### src/mf5_pkg.sv
// Shared constants, types and helpers of the 5x5 RGB median filter.
package mf5_pkg;

   localparam int MAX_WIDTH  = 256;
   localparam int CHANNELS   = 3;
   localparam int HEIGHT_MAX = 4096;

   localparam int NUM_CH     = 3;
   localparam int CH_W       = 8;
   localparam int PIX_W      = NUM_CH * CH_W;
   localparam int WIN_N      = 5;
   localparam int WIN_TAPS   = WIN_N * WIN_N;
   localparam int MED_RANK   = 12;
   localparam int ROW_SLOTS  = 8;
   localparam int SLOT_W     = $clog2(ROW_SLOTS);
   localparam int COL_W      = $clog2(MAX_WIDTH);
   localparam int WID_W      = $clog2(MAX_WIDTH + 1);
   localparam int HGT_W      = $clog2(HEIGHT_MAX + 1);
   localparam int ROW_W      = $clog2(HEIGHT_MAX);
   localparam int CFG_WID_W  = 9;
   localparam int CFG_HGT_W  = 13;
   localparam int CSR_IDX_W  = 1;
   localparam int CSR_DATA_W = 13;
   localparam int LANE_LAT   = 4;
   localparam int OUTQ_DEPTH = 16;
   localparam int OUTQ_PTR_W = $clog2(OUTQ_DEPTH);
   localparam int OUTQ_CNT_W = $clog2(OUTQ_DEPTH + 1);

   localparam logic [CSR_IDX_W-1:0] CSR_IMAGE_WIDTH  = 1'd0;
   localparam logic [CSR_IDX_W-1:0] CSR_IMAGE_HEIGHT = 1'd1;

   localparam logic REQ_PIXEL = 1'b0;
   localparam logic REQ_DRAIN = 1'b1;

   localparam logic signed [HGT_W+1:0] MIR_ONE = 1;

   // what a column fetch does to the window once it lands
   typedef enum logic [2:0] {
      WIN_HOLD,
      WIN_START,
      WIN_FETCH,
      WIN_COPY3,
      WIN_COPY1
   } win_op_type;

   // which next-row preload column a fetch fills
   typedef enum logic [1:0] {
      PRE_NONE,
      PRE_P0,
      PRE_P1
   } pre_op_type;

   typedef logic [PIX_W-1:0] pix_type;
   typedef logic [WIN_N-1:0][PIX_W-1:0] column_type;
   typedef logic [WIN_N-1:0][WIN_N-1:0][PIX_W-1:0] win_type;   // [col][row]
   typedef logic [WIN_TAPS-1:0][CH_W-1:0] taps_type;
   typedef logic [NUM_CH-1:0][CH_W-1:0] med_type;

   typedef struct packed {
      logic              en;
      logic [SLOT_W-1:0] slot;
      logic [COL_W-1:0]  col;
      pix_type           data;
   } wr_type;

   typedef struct packed {
      logic                          vld;
      logic                          emit;
      logic                          fe;
      win_op_type                    op;
      pre_op_type                    pre;
      logic [COL_W-1:0]              col;
      logic [WIN_N-1:0][SLOT_W-1:0]  slot;
   } job_type;

   typedef struct packed {
      logic vld;
      logic fe;
   } tag_type;

   // line-store slot of row+off, mirrored into [0, n) without repeating the edge
   function automatic logic [SLOT_W-1:0] mirror_slot(input logic [HGT_W-1:0] row,
                                                     input logic signed [2:0] off,
                                                     input logic [HGT_W-1:0] n);
      logic signed [HGT_W+1:0] x;
      logic signed [HGT_W+1:0] nn;
      x  = $signed({2'b00, row}) + $signed({{(HGT_W-1){off[2]}}, off});
      nn = $signed({2'b00, n});
      if (x < 0) x = -x;
      if (x >= nn) x = ((nn - MIR_ONE) <<< 1) - x;
      return x[SLOT_W-1:0];
   endfunction

endpackage

### src/mf5_lane.sv
// One channel lane: rank-based median of 25 samples in four stages.
module mf5_lane (
   input  logic                       clock,
   input  mf5_pkg::taps_type          taps,
   output logic [mf5_pkg::CH_W-1:0]   med
);

   mf5_pkg::taps_type val_a_ff, val_b_ff, val_c_ff;
   logic [mf5_pkg::WIN_TAPS-1:0][mf5_pkg::WIN_TAPS-1:0] lt_a_ff, lt_a_in;
   logic [mf5_pkg::WIN_TAPS-1:0][2:0][3:0] cnt_b_ff, cnt_b_in;
   logic [mf5_pkg::WIN_TAPS-1:0] sel_c_ff, sel_c_in;
   logic [mf5_pkg::CH_W-1:0] med_ff, med_in;
   logic [4:0] rank [mf5_pkg::WIN_TAPS];

   // stage a: j counts below i when smaller, ties broken by position
   always_comb begin
      for (int i = 0; i < mf5_pkg::WIN_TAPS; i++) begin
         for (int j = 0; j < mf5_pkg::WIN_TAPS; j++) begin
            lt_a_in[i][j] = (j != i) &&
                            ((taps[j] < taps[i]) || (taps[j] == taps[i] && j < i));
         end
      end
   end

   // stage b: partial counts over three groups
   always_comb begin
      for (int i = 0; i < mf5_pkg::WIN_TAPS; i++) begin
         cnt_b_in[i] = '0;
         for (int j = 0; j < 8; j++)
            cnt_b_in[i][0] = cnt_b_in[i][0] + 4'(lt_a_ff[i][j]);
         for (int j = 8; j < 16; j++)
            cnt_b_in[i][1] = cnt_b_in[i][1] + 4'(lt_a_ff[i][j]);
         for (int j = 16; j < mf5_pkg::WIN_TAPS; j++)
            cnt_b_in[i][2] = cnt_b_in[i][2] + 4'(lt_a_ff[i][j]);
      end
   end

   // stage c: rank and match against the middle
   always_comb begin
      for (int i = 0; i < mf5_pkg::WIN_TAPS; i++) begin
         rank[i] = 5'(cnt_b_ff[i][0]) + 5'(cnt_b_ff[i][1]) + 5'(cnt_b_ff[i][2]);
         sel_c_in[i] = (rank[i] == 5'(mf5_pkg::MED_RANK));
      end
   end

   // stage d: one-hot select
   always_comb begin
      med_in = '0;
      for (int i = 0; i < mf5_pkg::WIN_TAPS; i++)
         med_in = med_in | (sel_c_ff[i] ? val_c_ff[i] : '0);
   end

   always_ff @(posedge clock) begin
      val_a_ff <= taps;
      lt_a_ff  <= lt_a_in;
      val_b_ff <= val_a_ff;
      cnt_b_ff <= cnt_b_in;
      val_c_ff <= val_b_ff;
      sel_c_ff <= sel_c_in;
      med_ff   <= med_in;
   end

   assign med = med_ff;

endmodule

### config.mk
export PLATFORM = sky130hd
export DESIGN_NAME = mf5_lane
export DESIGN_NICKNAME = d
export VERILOG_FILES = /design/src/mf5_pkg.sv /design/src/mf5_lane.sv
export SDC_FILE = /design/constraint.sdc
export NUM_CORES = 2
export LEC_CHECK = 0
export BUFFER_PORTS_ARGS = -buffer_cell sky130_fd_sc_hd__buf_2
export CAP_MARGIN = 0
export CORE_ASPECT_RATIO = 0.5
export CORE_MARGIN = 2
export CORE_UTILIZATION = 45
export CTS_BUF_LIST = sky130_fd_sc_hd__clkbuf_8
export DETAILED_ROUTE_END_ITERATION = 8
export PLACE_DENSITY = 0.62
export SLEW_MARGIN = 20
export SYNTH_ARGS = -nofsm -noshare
export SYNTH_HDL_FRONTEND = slang
export SYNTH_SLANG_ARGS = --single-unit
### constraint.sdc
create_clock -name clock -period 4.54 [get_ports clock]
set_clock_uncertainty 0.1 [all_clocks]
set_input_delay 0.681 -clock clock [delete_from_list [all_inputs] [get_ports clock]]
set_output_delay 0.681 -clock clock [all_outputs]
set_load 0.01 [all_outputs]
# --- Word-level counts from Yosys, hierarchy flattened ---
# Index checks and enable logic that the tools add are counted.
totals:
  regBits: 1533
  latch_bits: 0
  ram_bits: 0
  mem_bits_ro: 0
  inputBits: 201
  out_inout_bits: 8
  mem_count: 0
op_classes:
  n_addsub: 575
  mul: 0
  div: 0
  n_lt_le_gt_ge: 600
  eq_ne: 325
  shifts: 0
  muxes: 25
  bitwise: 24
  reduce_logical: 300
op_table:
  columns: ["cell", "count"]
  rows:
  - ["$lt A8 B8 Y1", 600]
  - ["$eq A8 B8 Y1", 300]
  - ["$add A4 B1 Y4", 450]
  - ["$logic_or A1 B1 Y1", 300]
  - ["$mux W8", 25]
  - ["$or A8 B8 Y8", 24]
  - ["$add A1 B1 Y2", 75]
  - ["$add A4 B4 Y5", 25]
  - ["$add A5 B4 Y5", 25]
  - ["$eq A5 B4 Y1 const B", 25]

# --- Longest topological paths before layout ---
depth:
  word_depth: 25
  ltp_mapped: 9
  depth_no_buf: 9

# --- Worst setup path after synthesis ---
# No wires, ideal clock.
synth_timing:
  path_type: "reg-to-reg"
  startpoint: "reg lt_a_ff[393] in the netlist's numbering"
  endpoint: "reg cnt_b_ff[190] in the netlist's numbering"
  t_arrival_ps: 2550
  t_required_ps: 4322
  path_slack_ps: 1771
  stages_incl_launch_ff: 10
  n_path_buf: 0
  synth_period_minus_slack_ps: 2769
  cell_sequence: "dfxtp_1 -> fa_1 -> inv_1 -> fa_1 -> inv_1 -> fa_1 -> ha_1 -> inv_1 -> fa_1 -> xnor2_1"
synth_lines:
  columns: ["item", "line_no", "text"]
  rows:
  - ["from (decl)", "mf5_lane.sv:9", "logic [mf5_pkg::WIN_TAPS-1:0][mf5_pkg::WIN_TAPS-1:0] lt_a_ff, lt_a_in;"]
  - ["from (signal assigned)", "mf5_lane.sv:55", "lt_a_ff <= lt_a_in;"]
  - ["to (signal assigned)", "mf5_lane.sv:57", "cnt_b_ff <= cnt_b_in;"]
  - ["to (decl)", "mf5_lane.sv:10", "logic [mf5_pkg::WIN_TAPS-1:0][2:0][3:0] cnt_b_ff, cnt_b_in;"]

==> results.yml <==
detailed_routing:
  viasPerCell: 6.32
  ant_nets: 0
  wl_um: 464000
  routedWlPerCell_um: 32.0
  drt-pass1-iter-count: 9
  drc_errors: 0
  vias: 91700
  dr.first_iter.drc_count: 12500
yosys:
  synth.largest_area_cell: "ha_1"
  yosys_warnings: 0
  ys_top_cells_by_area: "ha_1, dfxtp_1, fa_1"
  ys_top_cells_by_count: "ha_1, dfxtp_1, a21oi_1, inv_1, nand4_1"
  syn_area_per_cell_um2: 10.2
  ys_seq_area_frac: 0.292
  synth_edf_count: 0
  synthesis.nets: 13700
  synth_area_mm2: 0.105
  synthMostInstantiatedCell: "ha_1"
  async_flop_share: 0
  synth_seq_cells: 1533
  synth_top_area_frac: 0.329
  yosysUniqueCellTypes: 38
  synth_ff_type: "dfxtp_1"
  netlist_instances: 10300
floorplanning:
  start_util: 0.452
  rows: 125
  fp.dieW_um: 687
  io_pins: 209
  dieArea_mm2: 0.237
  die_y_um: 346
  core_mm2: 0.232
place:
  io_buffers: 208
  place_inst: 13900
  place.gp.congestion: 1.00
  dp.final_hpwl_um: 340000
cts:
  ctsResizeCount: 0
  cts_tree: "yes"
  insertion_delay_ns: 1.06
  cts_setup_buffers: 0
  cts_buffers: 239
  h-tree-depth: 4
  root_buffer: "clkbuf_8"
  clk_pin_slew_ns: 0.07
  holdBufCountCts: 95
  cts.sink_count: 1533
  cts.path.max_buffers: 4
global_routing:
  first_global_vias: 84300
  grt_max_degree: 26
  overflow: 0
  grtUsageMet2: 0.518
  globalRouteMet3Util: 0.141
  grt_busiest_layer: "met2"
  grt_use_met1: 0.506
  grt_usage: 0.379
  antenna_found_initial: 85
  grt_pass1_wl_um: 631000
run:
  cap_violations: 0
timing:
  slew-limit-headroom: 0.132
  period_minus_slack_ns: 3.69
  slew_viol_final: 0
  finalHoldViolCount: 0
  fmax_mhz: 271
  setup_viol: 0
  rsz0062_at_grt: "no"
  worstMarginPinSlew_ns: 1.29
  tns_ns: 0
  fin_crit_sh: 0.813
critical_path:
  rr_startpoint: "lt_a_ff[243]$_DFF_P_"
  worst_setup_path_start_kind: "register"
  r2r_cells: 9
  criticalPathCategory: "register to register"
  required_ns: 5.19
  worstPathArrival_ns: 4.34
  crit_start: "lt_a_ff[243]$_DFF_P_"
  end_kind: "register"
  crit_path_max_fanout: 2
power_and_ir_drop:
  p_leak_nw: 55.4
  irDropWorstVdd_mv: 0.300
  power.density_mw_per_mm2: 464
  power_w: 0.0552
final_layout:
  area_growth_pct: 13.3
  drive_above_1_share: 0.0948
  final_nets: 14600
  nFillCells: 20900
  layout.cells.non_filler: 14500
hold_path:
  hold_depth: 2
  hp-class: "input port to register"
  hp-start: "taps[112]"
run_status:
  status: "complete, no violations"
state kept, by name, summed over array words and instances (netlist names):
name and count:
lt_a_ff 600, val_c_ff 200, cnt_b_ff 300, sel_c_ff 25, val_b_ff 200, val_a_ff 200, med 8
worst max-delay path, cell delays in order, from the launching register on:
cell,delay [ns]
dfxtp_1,0.32
fa_1,0.52
inv_1,0.05
fa_1,0.50
fa_1,0.42
inv_1,0.07
ha_1,0.16
inv_1,0.06
fa_1,0.37
xnor2_1,0.89
cell usage in the layout, fill, tap and decap left out, types with 36 or more instances in the layout:
cell	synthesis	routed
a21boi_0	63	63
a21oi_1	1218	1218
a22oi_1	56	56
buf_12	0	36
buf_2	0	207
buf_4	0	277
clkbuf_8	0	312
clkinv_2	0	52
dfxtp_1	1533	1532
diode_2	0	41
dlygate4sd3_1	0	95
fa_1	425	425
ha_1	2764	2764
inv_1	930	950
nand2_1	515	515
nand3_1	72	72
nand4_1	616	616
nor2_1	348	348
nor2b_1	59	59
nor2b_4	63	63
nor3_1	68	68
o211ai_2	63	63
o21a_1	237	237
o21ai_0	494	494
o31a_1	237	237
o31ai_1	237	237
or4_1	63	63
xnor2_1	84	84
cell type report:
class	instances	area [um^2]	share of cell area
Inverter	930	3490	0.0294
Tap cell	3111	3890	0.0327
Clock inverter	121	990	0.00832
Clock buffer	312	4290	0.0361
Antenna cell	41	103	0.000863
Sequential cell	1533	30700	0.258
Timing Repair Buffer	615	4790	0.0402
Multi-Input combinational cell	7849	70700	0.594
where the power goes:
part | leakage [nW] | internal (W) | switching, W
clock network | 2.92 | 0.00707 | 0.00623
logic | 39.6 | 0.00956 | 0.0144
registers | 12.9 | 0.0159 | 0.00198
layer usage:
metal | part of all wire | wire length (um)
met1 | 0.39 | 182000
met2 | 0.38 | 176000
met3 | 0.15 | 71700
met4 | 0.074 | 34100
met5 | 0.0012 | 570
worst paths after layout:
kind                            to  slack, ns
max          cnt_b_ff[118]$_DFF_P_       0.85
min reg2reg  val_b_ff[186]$_DFF_P_       0.14
min          val_a_ff[112]$_DFF_P_       0.07
max reg2reg  cnt_b_ff[118]$_DFF_P_       0.85
cell families after synthesis:
logic type,Yosys count,synth area share
AOI/OAI and AO/OA,2727,0.162
adders and majority gates,3189,0.411
buffers and inverters,955,0.0342
and+or+nand+nor,1830,0.0921
xor gates and xnor gates,103,0.00859
DFF,1533,0.292
through the flow:
step	instance area (um^2)	setup slack, ns	utilization	hold slack (ns)
final	119000	0.849	0.512	0.0723
after global routing	119000	0.816	0.512	0.0224
after CTS	119000	0.970	0.512	0.00549
after detailed placement	113000	0.991	0.485	0.212
after global placement	113000	0.949	0.485	0.210
after floorplan	105000	1.77	-	0.210
Note: power is estimated with default switching activity, not from simulation.
