## src/mf5_pkg.sv

```systemverilog
// Shared constants, types and helpers of the 5x5 RGB median filter.
package mf5_pkg;

   localparam int MAX_WIDTH  = 256;
   localparam int CHANNELS   = 3;
   localparam int HEIGHT_MAX = 4096;

   localparam int NUM_CH     = 3;
   localparam int CH_W       = 8;
   localparam int PIX_W      = NUM_CH * CH_W;
   localparam int WIN_N      = 5;
   localparam int WIN_TAPS   = WIN_N * WIN_N;
   localparam int MED_RANK   = 12;
   localparam int ROW_SLOTS  = 8;
   localparam int SLOT_W     = $clog2(ROW_SLOTS);
   localparam int COL_W      = $clog2(MAX_WIDTH);
   localparam int WID_W      = $clog2(MAX_WIDTH + 1);
   localparam int HGT_W      = $clog2(HEIGHT_MAX + 1);
   localparam int ROW_W      = $clog2(HEIGHT_MAX);
   localparam int CFG_WID_W  = 9;
   localparam int CFG_HGT_W  = 13;
   localparam int CSR_IDX_W  = 1;
   localparam int CSR_DATA_W = 13;
   localparam int LANE_LAT   = 4;
   localparam int OUTQ_DEPTH = 16;
   localparam int OUTQ_PTR_W = $clog2(OUTQ_DEPTH);
   localparam int OUTQ_CNT_W = $clog2(OUTQ_DEPTH + 1);

   localparam logic [CSR_IDX_W-1:0] CSR_IMAGE_WIDTH  = 1'd0;
   localparam logic [CSR_IDX_W-1:0] CSR_IMAGE_HEIGHT = 1'd1;

   localparam logic REQ_PIXEL = 1'b0;
   localparam logic REQ_DRAIN = 1'b1;

   localparam logic signed [HGT_W+1:0] MIR_ONE = 1;

   // what a column fetch does to the window once it lands
   typedef enum logic [2:0] {
      WIN_HOLD,
      WIN_START,
      WIN_FETCH,
      WIN_COPY3,
      WIN_COPY1
   } win_op_type;

   // which next-row preload column a fetch fills
   typedef enum logic [1:0] {
      PRE_NONE,
      PRE_P0,
      PRE_P1
   } pre_op_type;

   typedef logic [PIX_W-1:0] pix_type;
   typedef logic [WIN_N-1:0][PIX_W-1:0] column_type;
   typedef logic [WIN_N-1:0][WIN_N-1:0][PIX_W-1:0] win_type;   // [col][row]
   typedef logic [WIN_TAPS-1:0][CH_W-1:0] taps_type;
   typedef logic [NUM_CH-1:0][CH_W-1:0] med_type;

   typedef struct packed {
      logic              en;
      logic [SLOT_W-1:0] slot;
      logic [COL_W-1:0]  col;
      pix_type           data;
   } wr_type;

   typedef struct packed {
      logic                          vld;
      logic                          emit;
      logic                          fe;
      win_op_type                    op;
      pre_op_type                    pre;
      logic [COL_W-1:0]              col;
      logic [WIN_N-1:0][SLOT_W-1:0]  slot;
   } job_type;

   typedef struct packed {
      logic vld;
      logic fe;
   } tag_type;

   // line-store slot of row+off, mirrored into [0, n) without repeating the edge
   function automatic logic [SLOT_W-1:0] mirror_slot(input logic [HGT_W-1:0] row,
                                                     input logic signed [2:0] off,
                                                     input logic [HGT_W-1:0] n);
      logic signed [HGT_W+1:0] x;
      logic signed [HGT_W+1:0] nn;
      x  = $signed({2'b00, row}) + $signed({{(HGT_W-1){off[2]}}, off});
      nn = $signed({2'b00, n});
      if (x < 0) x = -x;
      if (x >= nn) x = ((nn - MIR_ONE) <<< 1) - x;
      return x[SLOT_W-1:0];
   endfunction

endpackage

```

## src/mf5_outq.sv

```systemverilog
// Merges lane results with frame tags into the output queue.
module mf5_outq (
   input  logic                       clock,
   input  logic                       reset,
   input  mf5_pkg::tag_type           tag,
   input  mf5_pkg::med_type           med,
   input  logic                       emit_accept,
   input  logic                       rsp_ready,
   output logic                       rsp_valid,
   output logic [mf5_pkg::CH_W-1:0]   rsp_red_out,
   output logic [mf5_pkg::CH_W-1:0]   rsp_green_out,
   output logic [mf5_pkg::CH_W-1:0]   rsp_blue_out,
   output logic                       rsp_frame_end,
   output logic                       room
);

   typedef struct packed {
      logic             fe;
      mf5_pkg::med_type px;
   } ent_type;

   mf5_pkg::tag_type [mf5_pkg::LANE_LAT-1:0] dly_ff, dly_in;
   ent_type q_ff [mf5_pkg::OUTQ_DEPTH];
   ent_type ent_in, head;
   logic [mf5_pkg::OUTQ_PTR_W-1:0] wr_ptr_ff, wr_ptr_in, rd_ptr_ff, rd_ptr_in;
   logic [mf5_pkg::OUTQ_CNT_W-1:0] cnt_ff, cnt_in, res_ff, res_in;
   logic push, pop;

   assign dly_in = {dly_ff[mf5_pkg::LANE_LAT-2:0], tag};
   assign push   = dly_ff[mf5_pkg::LANE_LAT-1].vld;
   assign pop    = rsp_valid & rsp_ready;

   always_comb begin
      ent_in.fe = dly_ff[mf5_pkg::LANE_LAT-1].fe;
      ent_in.px = med;
   end

   // reservation covers items in the pipe plus queued ones
   assign room      = res_ff < mf5_pkg::OUTQ_CNT_W'(mf5_pkg::OUTQ_DEPTH);
   assign res_in    = res_ff + mf5_pkg::OUTQ_CNT_W'(emit_accept) - mf5_pkg::OUTQ_CNT_W'(pop);
   assign cnt_in    = cnt_ff + mf5_pkg::OUTQ_CNT_W'(push) - mf5_pkg::OUTQ_CNT_W'(pop);
   assign wr_ptr_in = wr_ptr_ff + mf5_pkg::OUTQ_PTR_W'(push);
   assign rd_ptr_in = rd_ptr_ff + mf5_pkg::OUTQ_PTR_W'(pop);

   always_ff @(posedge clock) begin
      if (reset) begin
         dly_ff    <= '0;
         wr_ptr_ff <= '0;
         rd_ptr_ff <= '0;
         cnt_ff    <= '0;
         res_ff    <= '0;
      end else begin
         dly_ff    <= dly_in;
         wr_ptr_ff <= wr_ptr_in;
         rd_ptr_ff <= rd_ptr_in;
         cnt_ff    <= cnt_in;
         res_ff    <= res_in;
      end
   end

   always_ff @(posedge clock) begin
      if (push) q_ff[wr_ptr_ff] <= ent_in;
   end

   assign head          = q_ff[rd_ptr_ff];
   assign rsp_valid     = cnt_ff != '0;
   assign rsp_red_out   = head.px[0];
   assign rsp_green_out = head.px[1];
   assign rsp_blue_out  = head.px[2];
   assign rsp_frame_end = head.fe;

endmodule

```

## config.mk

```make
export PLATFORM = sky130hd
export DESIGN_NAME = mf5_outq
export DESIGN_NICKNAME = d
export VERILOG_FILES = /design/src/mf5_pkg.sv /design/src/mf5_outq.sv
export SDC_FILE = /design/constraint.sdc
export NUM_CORES = 1
export LEC_CHECK = 0
export BUFFER_PORTS_ARGS = -buffer_cell sky130_fd_sc_hd__buf_2
export CAP_MARGIN = 40
export CORE_MARGIN = 2
export CORE_UTILIZATION = 25
export DETAILED_ROUTE_END_ITERATION = 8
export GPL_TIMING_DRIVEN = 0
export PLACE_DENSITY = 0.38
export SYNTH_ARGS = -nofsm -noshare
export SYNTH_HDL_FRONTEND = slang
export SYNTH_SLANG_ARGS = --single-unit
```

## constraint.sdc

```tcl
create_clock -name clock -period 3.9 [get_ports clock]
set_clock_uncertainty 0.15 [all_clocks]
set_input_delay 1.17 -clock clock [delete_from_list [all_inputs] [get_ports clock]]
set_output_delay 1.17 -clock clock [all_outputs]
set_load 0.1 [all_outputs]
```

## Word-level counts from Yosys, hierarchy flattened

Memory sizes are Yosys's and may differ from the RTL's. A register that Yosys moved wholly into a read port is not among the register bits.
Index checks and enable logic that the tools add are counted.

| word-level totals | value |
|---|---|
| bits in registers | 26 |
| RAM bits | 400 |
| output and inout bits | 27 |
| logic and storage cells | 25 |
| memories | 1 |

| operators by class | value |
|---|---|
| $add $sub $neg | 6 |
| magnitude comparators | 1 |
| muxes and demuxes | 3 |
| bitwise logic cells | 1 |
| reductions and logical operators | 1 |

Memory list:

| memory | depth | width | rd ports | clocked after Yosys merged registers in | wr ports | RTL line | RTL |
|---|---|---|---|---|---|---|---|
| q_ff | 16 | 25 | 1 | 1 | 1 | mf5_outq.sv:23 | `ent_type q_ff [mf5_pkg::OUTQ_DEPTH];` |

Operators by type and width:

| operator | count |
|---|---|
| adder 5 x 1 -> 5 bit | 2 |
| subtractor 5 x 1 -> 5 bit | 2 |
| adder 4 x 1 -> 4 bit | 2 |
| < comparator 5 bit (second input constant) | 1 |
| nonzero test 5 bit | 1 |
| two-way mux 4 bit | 1 |
| two-way mux 1 bit | 2 |
| AND 1 bit | 1 |

## Longest topological paths before layout

Gate-level depths: netlist (run 1).

| logic depth | value |
|---|---|
| depth after elaboration | 4 |
| mapped depth | 13 |

## Least setup slack after synthesis (run 1)

No wires, ideal clock.

| path | value |
|---|---|
| path type | register to register |
| from | register cnt_ff[3] in the netlist's numbering |
| to | register res_ff[4] in the netlist's numbering |
| library setup time | 0.131 ns |
| arrival time | 3.043 ns |
| required time | 3.619 ns |
| path slack | 0.576 ns |
| stages on the path, launching flop included | 14 |
| period minus slack after synthesis | 3.324 ns |
| cells stage by stage | dfxtp_1 inv_1 ha_1 or4b_2 and2_1 ha_1 inv_1 ha_1 inv_1 fa_1 nor2b_1 o21ai_0 a21oi_1 nor3b_1 |

| on the way | value |
|---|---|
| cells in the longest elaborated chain, start to end | 3 |

Ends and longest elaborated chain:

| element | RTL line | RTL |
|---|---|---|
| from (decl) | mf5_outq.sv:26 | `logic [mf5_pkg::OUTQ_CNT_W-1:0] cnt_ff, cnt_in, res_ff, res_in;` |
| from (signal assigned) | mf5_outq.sv:56 | `cnt_ff <= cnt_in;` |
| nonzero test 5 bit | mf5_outq.sv:66 | `assign rsp_valid = cnt_ff != '0;` |
| net rsp_valid | mf5_outq.sv:9 | `output logic rsp_valid,` |
| AND 1 bit | mf5_outq.sv:31 | `assign pop = rsp_valid & rsp_ready;` |
| subtractor 5 x 1 -> 5 bit | mf5_outq.sv:40 | `assign res_in = res_ff + mf5_pkg::OUTQ_CNT_W'(emit_accept) - mf5_pkg::OUTQ_CNT_W'(pop);` |
| to (signal assigned) | mf5_outq.sv:57 | `res_ff <= res_in;` |
| to (decl) | mf5_outq.sv:26 |  |

The timed path passes the listed nets, and every way through them passes these cells.
A chain may end at the register's enable or synchronous reset.

==> results of run 1 <==
## layout make-up
type	instances	area (µm²)
well taps	855	1070
clock inverters	24	164
repair buffers	93	931
inverters	17	63.8
plain buffers	35	335
flip-flops and latches	426	12500
multi-input cells	271	3570
clock buffers	58	1260
fillers	6218	44300
## layer usage
metal / up-vias / wire [µm]
met5: - / 13
met4: 2 / 921
met3: 72 / 1890
met2: 180 / 19000
met1: 4088 / 18800
li1: 3390 / -
## path summary, 6_finish.rpt
check                     from                to  slack [ns]  depth (start not counted)
setup / recovery  rd_ptr_ff[0]  rsp_green_out[6]        0.12                          6
hold / removal       dly_ff[2]         dly_ff[4]        0.29                          1
setup reg to reg     cnt_ff[2]         res_ff[4]        0.78                         13
hold reg to reg      dly_ff[2]         dly_ff[4]        0.29                          1
## registers in the layout, indices dropped and copies added (netlist names)
name       flops
push           1
dly_ff         7
q_ff         400
wr_ptr_ff      4
res_ff         5
cnt_ff         5
rd_ptr_ff      4
## cells in the final DEF, fill, tap and decap left out, drive strengths merged, types with 3 or more instances in the layout
cell / count
nor3: 6
clkinv: 20
nand3: 5
inv: 17
xor2: 5
a21oi: 4
xnor2: 3
clkbuf: 72
nor2: 21
a22oi: 50
nor2b: 20
mux4: 100
dfxtp: 26
edfxtp: 400
ha: 15
nand2: 26
buf: 114
## through the flow
stage / total power, mW / TNS, ns
after floorplan: 7.37 / 0
after global placement: 8.00 / -216.26
after detailed placement: 8.04 / 0
after CTS: 12.4 / 0
after global routing: 12.8 / 0
final: 12.3 / 0
## what timing repair did
action	4_1_cts	5_1_grt
pin swaps	0	2
hold buffers	0	0
buffers inserted	0	0
endpoints found under the setup margin	25	19
cloned	0	1
gates resized for setup	69	28
## logic make-up after synthesis
family	synth area share
xor gates and xnor gates	0.00433
adders and majority gates	0.0141
and+or+nand+nor	0.0264
DFF	0.774
muxes	0.139
buffers and inverters	0.0165
AOI/OAI and AO/OA	0.0261
## power by group through the flow
stage               registers [mW]  logic, mW  clock network (mW)
global route                  5.10       3.22                4.50
detailed placement            5.19       2.85                   0
floorplan                     5.18       2.19                   0
global placement              5.19       2.81                   0
CTS                           5.10       3.00                4.32
finish                        5.10       2.99                4.19
==> flow_summary_export.csv, run 1 <==
group,metric,value,unit
logic_synthesis,syn_nets,797,
min_path,hp-class,"flip-flop to flip-flop",
timing,max_slew_margin,0.411,
grt,use_met3,0.0228,
timing,final.period_utilization,0.969,
timing,hold_viol,0,
grt,grt_max_degree,18,
placement,dp.cells,1697,
logic_synthesis,synth_top_cell_by_area,"edfxtp_1",
critical_path,worstPathRequired,2.58,ns
finish,diodes,0,
detailed_routing,post_drt_wl_per_cell,22.8,µm
floorplan,die-height,259,µm
timing,timing.hold.ws,0.287,ns
power_and_ir_drop,intPower,8.67,mW
detailed_routing,drtIter0Drc,697,
timing,rsz0062_at_grt,"no",
power_and_ir_drop,switching_share,0.294,
logic_synthesis,yosys-top-cells-area,"edfxtp_1 (74%), mux4_2 (14%), dfxtp_1 (3.2%)",
critical_path,critPathKind,"flip-flop to primary output",
critical_path,crit_family,"buffers and inverters",
critical_path,cp-start-kind,"flip-flop",
detailed_routing,ant_nets,0,
placement,dpl_cell_area,18200,µm²
finish,final_area,19900,µm²
run,maxCapViolCount,0,
finish,layout.cells.non_filler,1779,
finish,post-route-util,0.310,
timing,setup_viol,0,
floorplan,die_w,259,µm
grt,grt_pass1_vias,8219,
floorplan,fp.dieArea,66800,µm²
grt,track_usage,0.124,
placement,place_hpwl,26.2,mm
logic_synthesis,synth_edf_count,400,
cts,cts-root-buf,"clkbuf_16",
finish,drive_gt1_frac,0.344,
floorplan,ios,57,
detailed_routing,num_vias,7732,
logic_synthesis,synth-seq-cells,426,
power_and_ir_drop,switching_power,3.61,mW
finish,area_growth,23.0,%
grt,use_met1,0.172,
finish,finalNetCount,939,
grt,use_met2,0.197,
timing,worstMarginPinSlew,0.881,ns
power_and_ir_drop,cellLeakagePower,6.31,nW
logic_synthesis,synthCells,750,
grt,grt_pass1_wl,58.9,mm
critical_path,crit_path_frequent_cell,"buf_12",
placement,place_ws,0.00537,ns
floorplan,core,64200,µm²
logic_synthesis,synth_warnings,0,
detailed_routing,drc,0,
cts,clock_latency,0.57,ns
logic_synthesis,synth_top_area_frac,0.741,
cts,cts_tree,"done",
critical_path,path_cells,"buf_12 -> buf_12 -> mux4_2 -> a22oi_2 -> nand2_1 -> buf_6",
cts,cts_max_level,2,
logic_synthesis,ys_types,29,
power_and_ir_drop,power_density,616,nW/µm²
cts,clkSinkCount,426,
cts,clk_pin_slew,0.06,ns
power_and_ir_drop,vdd_drop_max,0.399,mV
logic_synthesis,synth_area,16200,µm²
placement,gp_congestion,0.661,
logic_synthesis,ys_async_sr_fraction,0,
detailed_routing,routed_wl,40.6,mm
power_and_ir_drop,seqPwrFrac,0.415,
floorplan,initial_core_util,0.252,
power_and_ir_drop,clock_power_share,0.341,
floorplan,placement_rows,93,
grt,grt_overflow,0,
cts,cts_buffers,48,
logic_synthesis,synth.most_common_cell,"edfxtp_1",
status,outcome,"complete, no violations",
grt,busiest_layer,"met2",
detailed_routing,drt_pass1_iterations,5,
detailed_routing,via_per_inst,4.35,
grt,antenna_found_initial,1,
critical_path,critPathSlowestCell,"mux4_2",
critical_path,slowest_delay,0.52,ns
logic_synthesis,synth-main-ff-cell,"edfxtp_1",
critical_path,end_kind,"primary output",
critical_path,cp.arrival,2.46,ns
placement,io_buffers,56,
power_and_ir_drop,combPwrFrac,0.244,
timing,max_freq,265,MHz
timing,slew_viol_final,0,
critical_path,worstPathBufferInverterCount,3,
logic_synthesis,syn_area_per_cell,21.6,µm²
critical_path,path_max_fanout,10,
logic_synthesis,ys_seq_area_frac,0.774,
timing,setup_ws,0.121,ns
logic_synthesis,synth_commonest_cells,"edfxtp_1 (400), mux4_2 (100), a22oi_1 (50), dfxtp_1 (26), nand2_1 (26)",
cts,clock_path_buffers,3,
timing,post-route-min-period,3.78,ns
Note: power is estimated with default switching activity, not from simulation.
==> run 2, diff against run 1 <==
- CORE_ASPECT_RATIO: not set -> 1.2
- PLACE_DENSITY: 0.38 -> not set
==> run 2 against run 1 <==
  * Combinational power fell by 3%
  * Global-route usage fell by 1.6 points
  * Die area barely moved
  * Cell count fell by 1.8%
  * Largest cell class unchanged
  * Largest power group unchanged
==> flow_summary_export.csv, run 2 (same netlist as run 1, synthesis figures left out) <==
group,metric,value,unit
floorplan,initial_core_util,0.252,
finish,final_common_cell,"edfxtp_1",
floorplan,placement_rows,102,
power_and_ir_drop,intPower,8.57,mW
timing,max_freq,260,MHz
critical_path,crit_path_frequent_cell,"buf_4",
detailed_routing,drtIter0Drc,706,
placement,gp_congestion,0.682,
power_and_ir_drop,vdd_drop_max,0.360,mV
detailed_routing,drc,0,
timing,setup_viol,0,
detailed_routing,drt_pass1_iterations,6,
cts,cts_tree,"done",
power_and_ir_drop,combPwrFrac,0.241,
power_and_ir_drop,switching_power,3.50,mW
critical_path,path_cells,"buf_4 -> buf_12 -> mux4_2 -> a22oi_2 -> nand2_1 -> buf_4",
cts,clock_path_buffers,3,
detailed_routing,post_drt_wl_per_cell,20.4,µm
power_and_ir_drop,switching_share,0.290,
critical_path,path_max_fanout,10,
detailed_routing,num_vias,7687,
min_path,hp-class,"flip-flop to flip-flop",
finish,drive_gt1_frac,0.327,
floorplan,fp.dieArea,66900,µm²
timing,final.period_utilization,0.986,
finish,largest_reg_flops,400,
timing,hold_viol,0,
finish,regMostFlops,"q_ff",
detailed_routing,via_per_inst,4.40,
grt,antenna_found_initial,1,
critical_path,slowest_delay,0.52,ns
grt,grt_pass1_wl,53.2,mm
power_and_ir_drop,power_density,612,nW/µm²
cts,clock_latency,0.57,ns
finish,finalNetCount,925,
critical_path,cp.arrival,2.53,ns
timing,slew_viol_final,0,
floorplan,die-height,283,µm
run,maxCapViolCount,0,
critical_path,cp-start-kind,"flip-flop",
cts,cts_buffers,45,
critical_path,worstPathRequired,2.58,ns
placement,place_hpwl,23.4,mm
grt,grt_pass1_vias,8256,
floorplan,die_w,236,µm
grt,track_usage,0.108,
critical_path,end_kind,"primary output",
timing,setup_tns,0,ns
floorplan,core,64300,µm²
timing,rsz0062_at_grt,"yes",
critical_path,critPathSlowestCell,"mux4_2",
detailed_routing,routed_wl,35.6,mm
power_and_ir_drop,seqPwrFrac,0.423,
finish,largestRegisters,"q_ff (400), dly_ff (7)",
detailed_routing,ant_nets,0,
cts,clkSinkCount,426,
timing,worstMarginPinSlew,0.723,ns
cts,holdBufCountCts,0,
critical_path,critPathKind,"flip-flop to primary output",
timing,max_slew_margin,0.515,
finish,area_growth,21.8,%
power_and_ir_drop,clock_power_share,0.336,
grt,grt_overflow,0,
grt,grt_max_degree,18,
timing,post-route-min-period,3.85,ns
cts,cts_max_level,2,
status,outcome,"complete, no violations",
cts,cts-root-buf,"clkbuf_16",
placement,io_buffers,56,
power_and_ir_drop,finalPower,12.1,mW
power_and_ir_drop,cellLeakagePower,6.24,nW
finish,layout_common_cells,"edfxtp_1 (400), mux4_2 (100), a22oi_1 (47), clkbuf_16 (47), buf_2 (34)",
cts,clk_pin_slew,0.06,ns
floorplan,ios,57,
finish,nFillCells,6238,
==> run 2: cell count changes in the layout (fill, tap and decap cells not counted), sizes merged <==
cell,delta
diode,+1
clkbuf,+8
clkinvlp,-1
clkinv,-6
buf,-14
bufinv,-1
inv,+4
==> run 2: layer usage <==
layer,global-route usage,share of wire
met5,0,0
met3,0.0206,0.060
met4,0.0412,0.028
met1,0.132,0.40
met2,0.190,0.52
==> run 2: what timing repair did <==
| action | 4_1_cts | 5_1_grt |
|---|---|---|
| gates cloned | 1 | 0 |
| endpoints found under the setup margin | 25 | 19 |
| resized for setup | 67 | 27 |
| setup buffers | 0 | 0 |
| pin swaps | 0 | 1 |
==> run 2: power by group through the flow <==
stage	sequential [mW]	combinational (mW)	clock [mW]
detailed placement	5.19	2.78	0
CTS	5.10	2.92	4.17
finish	5.10	2.91	4.06
floorplan	5.18	2.19	0
global placement	5.19	2.74	0
global route	5.10	3.13	4.35
==> run 2: worst max-delay path, delay by kind of cell (launching register included) <==
family          cells  cell delay [ns]
mux                 1             0.52
compound gates      1             0.26
buf+inv             3             0.65
flops               1             0.40
simple gates        1             0.13
==> run 2: area by class of cell <==
cell class              instances  area (µm²)  area share
diodes                          1        2.50    0.000127
flip-flops and latches        426       12500       0.635
well taps                     832        1040      0.0528
multi-input cells             271        3540       0.179
plain buffers                  36         314      0.0159
clock inverters                20         129     0.00653
clock buffers                  63        1280      0.0647
repair buffers                 81         831      0.0421
inverters                      17        63.8     0.00323
==> run 2: path summary, 6_finish.rpt <==
| path | from | end | slack (ns) | cells after the start |
|---|---|---|---|---|
| min | dly_ff[2] | dly_ff[4] | 0.28 | 1 |
| max | rd_ptr_ff[0] | rsp_green_out[6] | 0.05 | 6 |
| min reg2reg | dly_ff[2] | dly_ff[4] | 0.28 | 1 |
| max reg2reg | cnt_ff[3] | cnt_ff[4] | 0.74 | 13 |
==> run 2: per-stage QoR <==
step	cells	cell area (µm²)	utilization	worst slack, ns	hold WS (ns)
3_5_place_dp	1662	18100	0.281	-0.0150	0.276
2_1_floorplan	750	16200	-	0.576	0.264
5_1_grt	1746	19700	0.307	-0.0722	0.309
6_report	1747	19700	0.307	0.0527	0.285
3_3_place_gp	1638	17500	0.272	-1.31	0.273
4_1_cts	1746	19600	0.305	0.00303	0.287
